==> config.mk <==
export PLATFORM = sky130hd
export DESIGN_NAME = lkb_yaxis
export DESIGN_NICKNAME = d
export VERILOG_FILES = /design/src/hdl/lkb_pkg.sv /design/src/hdl/lkb_yaxis.sv
export SDC_FILE = /design/constraint.sdc
export NUM_CORES = 2
export LEC_CHECK = 0
export BUFFER_PORTS_ARGS = -buffer_cell sky130_fd_sc_hd__buf_2
export CAP_MARGIN = 25
export CORE_ASPECT_RATIO = 0.8
export CORE_UTILIZATION = 40
export CTS_BUF_LIST = sky130_fd_sc_hd__clkbuf_8
export DETAILED_ROUTE_END_ITERATION = 10
export GPL_TIMING_DRIVEN = 0
export HOLD_SLACK_MARGIN = 0.03
export PLACE_DENSITY_LB_ADDON = 0.2
export SLEW_MARGIN = 20
export SYNTH_ARGS = -nofsm -noshare
export SYNTH_HDL_FRONTEND = slang
export SYNTH_SLANG_ARGS = --single-unit
export TNS_END_PERCENT = 30
==> constraint.sdc <==
create_clock -name clk_i -period 5.55 [get_ports clk_i]
set_input_delay 0.555 -clock clk_i [delete_from_list [all_inputs] [get_ports clk_i]]
set_output_delay 0.555 -clock clk_i [all_outputs]
set_load 0.005 [all_outputs]
==> src/hdl/lkb_pkg.sv <==
// Shared types and constants for the look-direction to rotation basis block.
package lkb_pkg;

  // Fixed-point format of the basis elements (Q1.14).
  localparam int FracBits = 14;
  localparam int ElemW    = 16;
  localparam logic [FracBits:0] OneQ = (FracBits + 1)'(1) << FracBits;

  // Normalizer sizes: 16-bit magnitudes, radicand = sum of squares << 28.
  localparam int MagW       = 16;
  localparam int SqW        = 2 * MagW;
  localparam int LenW       = SqW + 2;
  localparam int LenShift   = 28;
  localparam int RadW       = LenW + LenShift + 1;
  localparam int SqSteps    = RadW / 2 + 1;
  localparam int SqPerStage = 2;
  localparam int SqStages   = (SqSteps + SqPerStage - 1) / SqPerStage;
  localparam int RootW      = 31;
  localparam int NumW       = MagW + FracBits + 14 + 2;
  localparam int QuoW       = FracBits + 1;
  localparam int DivPerStage = 2;
  localparam int DivStages  = (QuoW + DivPerStage - 1) / DivPerStage;

  // Cross product widths.
  localparam int ProdW  = 32;
  localparam int CMagW  = 31;
  localparam int ShiftW = 4;

  // Configuration register map.
  localparam int ApbAddrW = 2;
  localparam int ApbDataW = 32;
  localparam int LimW     = 15;
  localparam logic [ApbAddrW-1:0] RegNearZeroAddr = '0;
  localparam logic [LimW-1:0]     LimReset        = LimW'(16);

  // Result status codes.
  typedef enum logic [1:0] {
    StOk       = 2'd0,
    StZeroDir  = 2'd1,
    StParallel = 2'd2
  } status_e;

endpackage

==> src/hdl/lkb_yaxis.sv <==
// Y axis as the rounded cross product Z x X, status selection and the result register.
module lkb_yaxis (
  input  logic                                  clk_i,
  input  logic                                  rst_ni,
  input  logic                                  en_i,
  input  logic                                  valid_i,
  input  logic [2:0][lkb_pkg::ElemW-1:0]        x_i,
  input  logic                                  zero_x_i,
  input  logic [2:0][lkb_pkg::ElemW-1:0]        z_i,
  input  logic                                  zero_z_i,
  output logic                                  valid_o,
  output logic [2:0][lkb_pkg::ElemW-1:0]        x_o,
  output logic [2:0][lkb_pkg::ElemW-1:0]        y_o,
  output logic [2:0][lkb_pkg::ElemW-1:0]        z_o,
  output lkb_pkg::status_e                      status_o
);

  localparam int PW = 2 * lkb_pkg::FracBits + 2;

  logic                              v0_q, v1_q, v2_q;
  logic signed [PW-1:0]              p0_q [6];
  logic [2:0][lkb_pkg::ElemW-1:0]    x0_q, z0_q, x1_q, z1_q;
  lkb_pkg::status_e                  st0_q, st1_q, st0_d;
  logic [2:0][PW-1:0]                m1_q, m1_d;
  logic [2:0]                        n1_q;
  logic [2:0][lkb_pkg::ElemW-1:0]    x2_q, y2_q, z2_q, y2_d;
  lkb_pkg::status_e                  st2_q;

  // A zero direction takes precedence over a parallel up vector.
  always_comb begin
    if (zero_z_i) begin
      st0_d = lkb_pkg::StZeroDir;
    end else if (zero_x_i) begin
      st0_d = lkb_pkg::StParallel;
    end else begin
      st0_d = lkb_pkg::StOk;
    end
  end

  // Magnitudes of the product differences.
  always_comb begin
    logic signed [PW-1:0] d;
    for (int i = 0; i < 3; i++) begin
      d       = p0_q[2*i] - p0_q[2*i+1];
      m1_d[i] = d[PW-1] ? PW'(-d) : PW'(d);
    end
  end

  // Round half away from zero, saturate, restore the sign.
  always_comb begin
    logic [PW-1:0] q;
    for (int i = 0; i < 3; i++) begin
      q = (m1_q[i] + (PW'(1) << (lkb_pkg::FracBits - 1))) >> lkb_pkg::FracBits;
      if (q > PW'(lkb_pkg::OneQ)) q = PW'(lkb_pkg::OneQ);
      y2_d[i] = n1_q[i] ? -lkb_pkg::ElemW'(q) : lkb_pkg::ElemW'(q);
    end
  end

  always_ff @(posedge clk_i or negedge rst_ni) begin
    if (!rst_ni) begin
      v0_q <= 1'b0;
      v1_q <= 1'b0;
      v2_q <= 1'b0;
    end else if (en_i) begin
      v0_q <= valid_i;
      v1_q <= v0_q;
      v2_q <= v1_q;
    end
  end

  always_ff @(posedge clk_i) begin
    if (en_i) begin
      p0_q[0] <= PW'($signed(z_i[1]) * $signed(x_i[2]));
      p0_q[1] <= PW'($signed(z_i[2]) * $signed(x_i[1]));
      p0_q[2] <= PW'($signed(z_i[2]) * $signed(x_i[0]));
      p0_q[3] <= PW'($signed(z_i[0]) * $signed(x_i[2]));
      p0_q[4] <= PW'($signed(z_i[0]) * $signed(x_i[1]));
      p0_q[5] <= PW'($signed(z_i[1]) * $signed(x_i[0]));
      x0_q  <= x_i;
      z0_q  <= z_i;
      st0_q <= st0_d;
      m1_q  <= m1_d;
      for (int i = 0; i < 3; i++) n1_q[i] <= p0_q[2*i] < p0_q[2*i+1];
      x1_q  <= x0_q;
      z1_q  <= z0_q;
      st1_q <= st0_q;
      // Any failure clears the whole basis.
      if (st1_q == lkb_pkg::StOk) begin
        x2_q <= x1_q;
        y2_q <= y2_d;
        z2_q <= z1_q;
      end else begin
        x2_q <= '0;
        y2_q <= '0;
        z2_q <= '0;
      end
      st2_q <= st1_q;
    end
  end

  assign valid_o  = v2_q;
  assign x_o      = x2_q;
  assign y_o      = y2_q;
  assign z_o      = z2_q;
  assign status_o = st2_q;

endmodule

## Word-level counts from Yosys, hierarchy flattened

Memory sizes are Yosys's and may differ from the RTL's.
Cells that the tools add are included.

- RAM bits: 180
- Output and inout bits: 147
- Register bits: 438
- Word-level logic and storage cells: 72
- Memories: 1
- Input bits: 102

- Order comparisons: 6
- Reduce and logical (&&, ||, !) cells: 1
- Add/subtract/negate cells: 12
- Multiplexer cells: 12
- Multipliers: 6

Memory list:

| name | words | width | rd ports | clocked after memory_dff | wr ports | line | source |
|---|---|---|---|---|---|---|---|
| p0_q | 6 | 30 | 6 | 0 | 6 | lkb_yaxis.sv:21 | `logic signed [PW-1:0] p0_q [6];` |

Operators by type and width:

| cell | number |
|---|---|
| $mul A16 B16 Y30 | 6 |
| $mux W16 | 6 |
| $add A30 B14 Y30 const B | 3 |
| $lt A30 B30 Y1 | 3 |
| $neg A30 Y30 | 3 |
| $sub A30 B30 Y30 | 3 |
| $mux W29 | 3 |
| $gt A16 B15 Y1 const B | 3 |
| $neg A16 Y16 | 3 |
| $logic_not A2 Y1 | 1 |
| $mux W1 | 2 |
| $mux W2 | 1 |

## Longest topological paths before layout

- Depth in word-level cells: 5
- Gate-level depth with buffers: 27
- Gate-level depth less buffers: 25

## Worst setup path before layout

No wires, ideal clock.

- Path kind: in2reg
- Start: input x_i[23] (netlist name)
- End: memory p0_q[1][29] (netlist name) (data pin)
- Setup time: 260 ps
- Stages on the path: 25
- Path buffers: 1
- Required time: 5290 ps
- Data arrival time: 6587 ps
- Slack: -1297 ps
- Cell sequence: clkbuf_1 -> nand2_1 -> fa_1 -> inv_1 -> fa_1 -> inv_1 -> fa_1 -> inv_1 -> fa_1 -> fa_1 -> inv_1 -> fa_1 -> inv_1 -> ha_1 -> a21oi_1 -> nor2b_1 -> or4_1 -> o21ai_0 -> o21ai_0 -> o41ai_1 -> o21ai_0 -> o41a_1 -> a21o_1 -> a21oi_1 -> xnor2_1

RTL lines:

| item | line | source |
|---|---|---|
| start: declaration | lkb_yaxis.sv:7 | `input logic [2:0][lkb_pkg::ElemW-1:0] x_i,` |
| end: declaration | lkb_yaxis.sv:21 |  |

==> reports/qor_table.md <==
| Group | Item | Reported |
|---|---|---|
| synthesis | Dominant register cell in the synthesized netlist | sky130_fd_sc_hd__edfxtp_1 |
| finish | Most common library cell in the layout ignoring fill and taps | sky130_fd_sc_hd__inv_1 |
| synthesis | Yosys warning total | 0 |
| synthesis | Syn avg cell area | 9.98 um^2 |
| worst setup path | Data required time at the worst endpoint | 6.19 ns |
| worst setup path | Type of element capturing the critical path | flip-flop |
| routing | Router iterations before antenna repair | 8 |
| timing | Achievable frequency | 0.161 GHz |
| status | Status | complete, but fails checks |
| synthesis | Sequential-to-total area share from yosys stat | 0.209 |
| run | Total of max-cap violations | 0 |
| synthesis | Count of distinct cell types in the synthesized netlist | 87 |
| timing | Slew Limit Headroom | 0.331 |
| timing | Crit path setup slack, layout | -0.658 ns |
| timing | Slew of the pin with the lowest slew margin | 1.00 ns |
| finish | Area of the multi-input gates | 59400 um^2 |
| finish | Number of filler instances in the final layout | 19600 |
| worst setup path | Maximum fanout count along the critical path | 6 |
| synthesis | Instance count of the mapped netlist | 8312 |
| cts | H-tree depth reported by CTS | 3 |
| worst hold path | Worst hold-check path type | primary input to flip-flop |
| routing | Routed wire length per instance | 24.3 um |
| die | Width of the chip | 511 um |
| synthesis | Synth Area in Compound Gates | 0.0568 |
| global routing | Gr ovfl total | 0 |
| worst setup path | Beginning of the worst register-to-register path | p0_q[3][6]$_DFFE_PP_ |
| timing | Tightest hold margin | 0.119 ns |
| synthesis | Synth Register Bits | 579 |
| synthesis | Cell area after technology mapping | 83000 um^2 |
| die | Full die area | 209000 um^2 |
| status | Violations in the final reports | setup timing |
| die | Initial core utilization | 0.402 |
| routing | Final wirelength | 287 mm |
| cts | Clock network latency to the later pin of the worst-skew pair | 0.90 ns |
| timing | Post-route clock period utilization | 1.12 |
| timing | Max-slew violations | 0 |
| global routing | Number of global-route vias before repair | 63300 |
| finish | Synthesis-to-layout area growth | 18.9% |
| synthesis | Fraction of synthesized area in multiplexers | 0.00139 |
| cts | CTS tree | done |
| routing | Via count | 61300 |
| worst setup path | Critical R2R Capture | m1_q[55]$_DFFE_PP_ |
| synthesis | Simple-gate share of the synthesized area | 0.145 |
| cts | Total CTS buffers | 104 |
| worst hold path | Endpoint, Worst Hold | z0_q[0]$_DFFE_PP_ |
| global routing | Overall global routing resource usage | 0.279 |
| worst setup path | Data arrival time at the worst-slack endpoint | 6.85 ns |
| placed design | Post-DP HPWL | 229 mm |
| routing | Initial detailed-routing violation count | 5328 |
| global routing | Initial antenna violation count | 59 |
| global routing | Wire length of the first global-routing pass | 421 mm |
| global routing | Maximum number of pins on one net before global-route repair | 105 |
| timing | Setup TNS Final | -9.88 ns |
| timing | Final Critical Period | 6.21 ns |
| timing | Finish-stage setup viols | 36 |
| cts | Clk buf depth | 3 |
| die | Core footprint | 206000 um^2 |
| die | Top-Level Pins | 249 |
| routing | Number of antenna-violating nets in the routed design | 0 |
| placed design | Count of buffers inserted at the top-level ports | 248 |
| cts | Clock root cell | sky130_fd_sc_hd__clkbuf_8 |
| timing | Max Clock Skew | 0.0777 ns |
| synthesis | Post-synth EDFFs | 576 |
| cts | Clk slew on worst S/H paths | 0.06 ns |
| timing | Setup repair after global routing missed its margin | yes |
| die | Die outline height | 409 um |
| finish | Fraction of final layout cells with drive strength greater than 1 | 0.136 |
| worst setup path | Type of element launching the critical path | primary input |
| worst setup path | FF-to-FF setup slack | 0.40 ns |
| worst setup path | Number of cells traversed by the worst register-to-register path | 14 |
| finish | Commonest cells after routing, fill and taps aside | sky130_fd_sc_hd__inv_1, sky130_fd_sc_hd__fa_1, sky130_fd_sc_hd__and2_1, sky130_fd_sc_hd__nand2_1, sky130_fd_sc_hd__edfxtp_1 |
| cts | TritonCTS Sinks | 579 |
| worst hold path | Worst Hold Launch | z_i[0] |
| finish | Final net count | 11100 |
| die | Number of cell rows | 149 |
| routing | DRC Markers | 0 |
| synthesis | Dominant combinational cell family by area after synthesis | adder cells |
| routing | Vias per std cell | 5.19 |
| synthesis | Xor/xnor share of the synthesized area | 0.0442 |
| finish | Footprint of the flip-flops and latches | 17400 um^2 |
| placed design | RePlAce Congestion | 0.971 |
| synthesis | Adder-cell area share of the yosys netlist | 0.446 |
| worst setup path | Category of the most critical setup path | primary input to flip-flop |
| timing | Hold violation total from the final report | 0 |
| worst hold path | Cell depth of the worst hold path | 1 |
| synthesis | Net count of the mapped netlist | 10500 |
| synthesis | FFs w/ async S/R, synth | 0.00518 |
synth_stat cells, types with 10 or more instances:
master                     instances  area share
sky130_fd_sc_hd__inv_1          1818       0.082
sky130_fd_sc_hd__fa_1           1491        0.36
sky130_fd_sc_hd__and2_1          869       0.066
sky130_fd_sc_hd__nand2_1         849       0.038
sky130_fd_sc_hd__edfxtp_1        576        0.21
sky130_fd_sc_hd__ha_1            570       0.086
sky130_fd_sc_hd__clkbuf_1        328       0.015
sky130_fd_sc_hd__xnor2_1         300       0.032
sky130_fd_sc_hd__nor2_1          234       0.011
sky130_fd_sc_hd__a21oi_1         217       0.013
sky130_fd_sc_hd__o21ai_0         138      0.0083
sky130_fd_sc_hd__xor2_1          119       0.013
sky130_fd_sc_hd__a21o_1           94      0.0085
sky130_fd_sc_hd__nand2b_1         81      0.0061
sky130_fd_sc_hd__nand3_1          70      0.0042
sky130_fd_sc_hd__nor3_1           70      0.0042
sky130_fd_sc_hd__nor2b_1          42      0.0032
sky130_fd_sc_hd__o21a_1           35      0.0032
sky130_fd_sc_hd__nand4_1          32      0.0024
sky130_fd_sc_hd__a31oi_1          31      0.0023
sky130_fd_sc_hd__a211oi_1         26      0.0024
sky130_fd_sc_hd__and3_1           25      0.0019
sky130_fd_sc_hd__o21bai_1         24      0.0022
sky130_fd_sc_hd__or3_1            22      0.0017
sky130_fd_sc_hd__o211ai_1         18      0.0016
sky130_fd_sc_hd__nor4_1           14      0.0011
sky130_fd_sc_hd__a41oi_1          13      0.0014
sky130_fd_sc_hd__or2_2            13     0.00098
sky130_fd_sc_hd__a21boi_0         10     0.00090
sky130_fd_sc_hd__o31ai_1          10     0.00090
worst max path at each step:
stage / slack (ns) / depth (start not counted) / startpoint / to
after detailed placement: -2.62 / 22 / x_i[22] / p0_q[4][28]$_DFFE_PP_
after floorplan: -1.00 / 26 / z_i[9] / p0_q[4][28]$_DFFE_PP_
final: -0.66 / 28 / x_i[28] / p0_q[1][23]$_DFFE_PP_
after CTS: -0.56 / 26 / x_i[25] / p0_q[1][29]$_DFFE_PP_
after global placement: -5.64 / 2 / en_i / valid_o$_DFFE_PN0P_
after global routing: -0.72 / 26 / x_i[21] / p0_q[4][28]$_DFFE_PP_
state kept, by name (all words and copies together), names as in the netlist:
signal	count
x0_q	48
z0_q	48
y_o	48
x1_q	48
st0_q	2
z_o	48
status_o	2
v1_q	1
v0_q	1
st1_q	2
z1_q	48
m1_q	51
valid_o	1
n1_q	3
p0_q	180
x_o	48
critical path, stage by stage:
cell and delay, ns:
sky130_fd_sc_hd__buf_12 0.13, sky130_fd_sc_hd__clkbuf_16 0.19, sky130_fd_sc_hd__and2_4 0.14, sky130_fd_sc_hd__fa_1 0.47
sky130_fd_sc_hd__inv_1 0.05, sky130_fd_sc_hd__fa_1 0.51, sky130_fd_sc_hd__inv_2 0.04, sky130_fd_sc_hd__fa_1 0.57
sky130_fd_sc_hd__fa_1 0.46, sky130_fd_sc_hd__fa_1 0.58, sky130_fd_sc_hd__inv_2 0.05, sky130_fd_sc_hd__fa_1 0.56
sky130_fd_sc_hd__inv_2 0.06, sky130_fd_sc_hd__ha_4 0.24, sky130_fd_sc_hd__nor2b_2 0.16, sky130_fd_sc_hd__or4_4 0.43
sky130_fd_sc_hd__o21ai_4 0.25, sky130_fd_sc_hd__o21ai_4 0.10, sky130_fd_sc_hd__o41ai_4 0.35, sky130_fd_sc_hd__buf_4 0.17
sky130_fd_sc_hd__buf_4 0.09, sky130_fd_sc_hd__buf_4 0.08, sky130_fd_sc_hd__buf_4 0.09, sky130_fd_sc_hd__buf_4 0.09
sky130_fd_sc_hd__buf_4 0.09, sky130_fd_sc_hd__buf_4 0.09, sky130_fd_sc_hd__o21ba_4 0.13, sky130_fd_sc_hd__xnor2_2 0.06
per-layer routing:
layer	wire length, um	global-route usage
met5	161	0
met1	127000	0.405
met2	119000	0.398
met4	9910	0.0899
met3	30900	0.0778
area by class of cell:
class | count | share of cell area
Timing Repair Buffer | 567 | 0.0493
Antenna cell | 38 | 0.000964
Buffer | 334 | 0.0448
Clock buffer | 105 | 0.0146
Tap cell | 2718 | 0.0345
Clock inverter | 88 | 0.00832
Multi-Input combinational cell | 5577 | 0.602
Sequential cell | 579 | 0.176
Inverter | 1819 | 0.0693
logic make-up (layout without fill, tap and decap cells):
| family | Yosys count | count (layout) |
|---|---|---|
| compound gates | 722 | 722 |
| xor+xnor | 419 | 419 |
| fa+ha+maj | 2061 | 2061 |
| buf+inv | 2156 | 2913 |
| flops | 579 | 579 |
| mux | 11 | 11 |
| other cells | 0 | 38 |
| simple gates | 2364 | 2364 |
through the flow:
step	setup WS [ns]	util	instances	cell area, um^2
after floorplan	-1.00	-	8312	83900
after detailed placement	-2.62	0.432	11300	89000
final	-0.658	0.479	11800	98700
after CTS	-0.555	0.473	11700	97600
after global routing	-0.719	0.478	11800	98600
after global placement	-5.64	0.429	11300	88500
repair_timing:
item                                    4_1_cts  5_1_grt
hold buffers                                100        1
pin swaps                                   127      133
gates cloned                                  4        0
endpoints found under the setup margin       89       57
buffers inserted                            154       43
endpoints found under the hold margin       118        1
resized for setup                           916      206
Power is not shown: default switching activity piles up to over one toggle a cycle in this logic, so the estimate is an artifact.
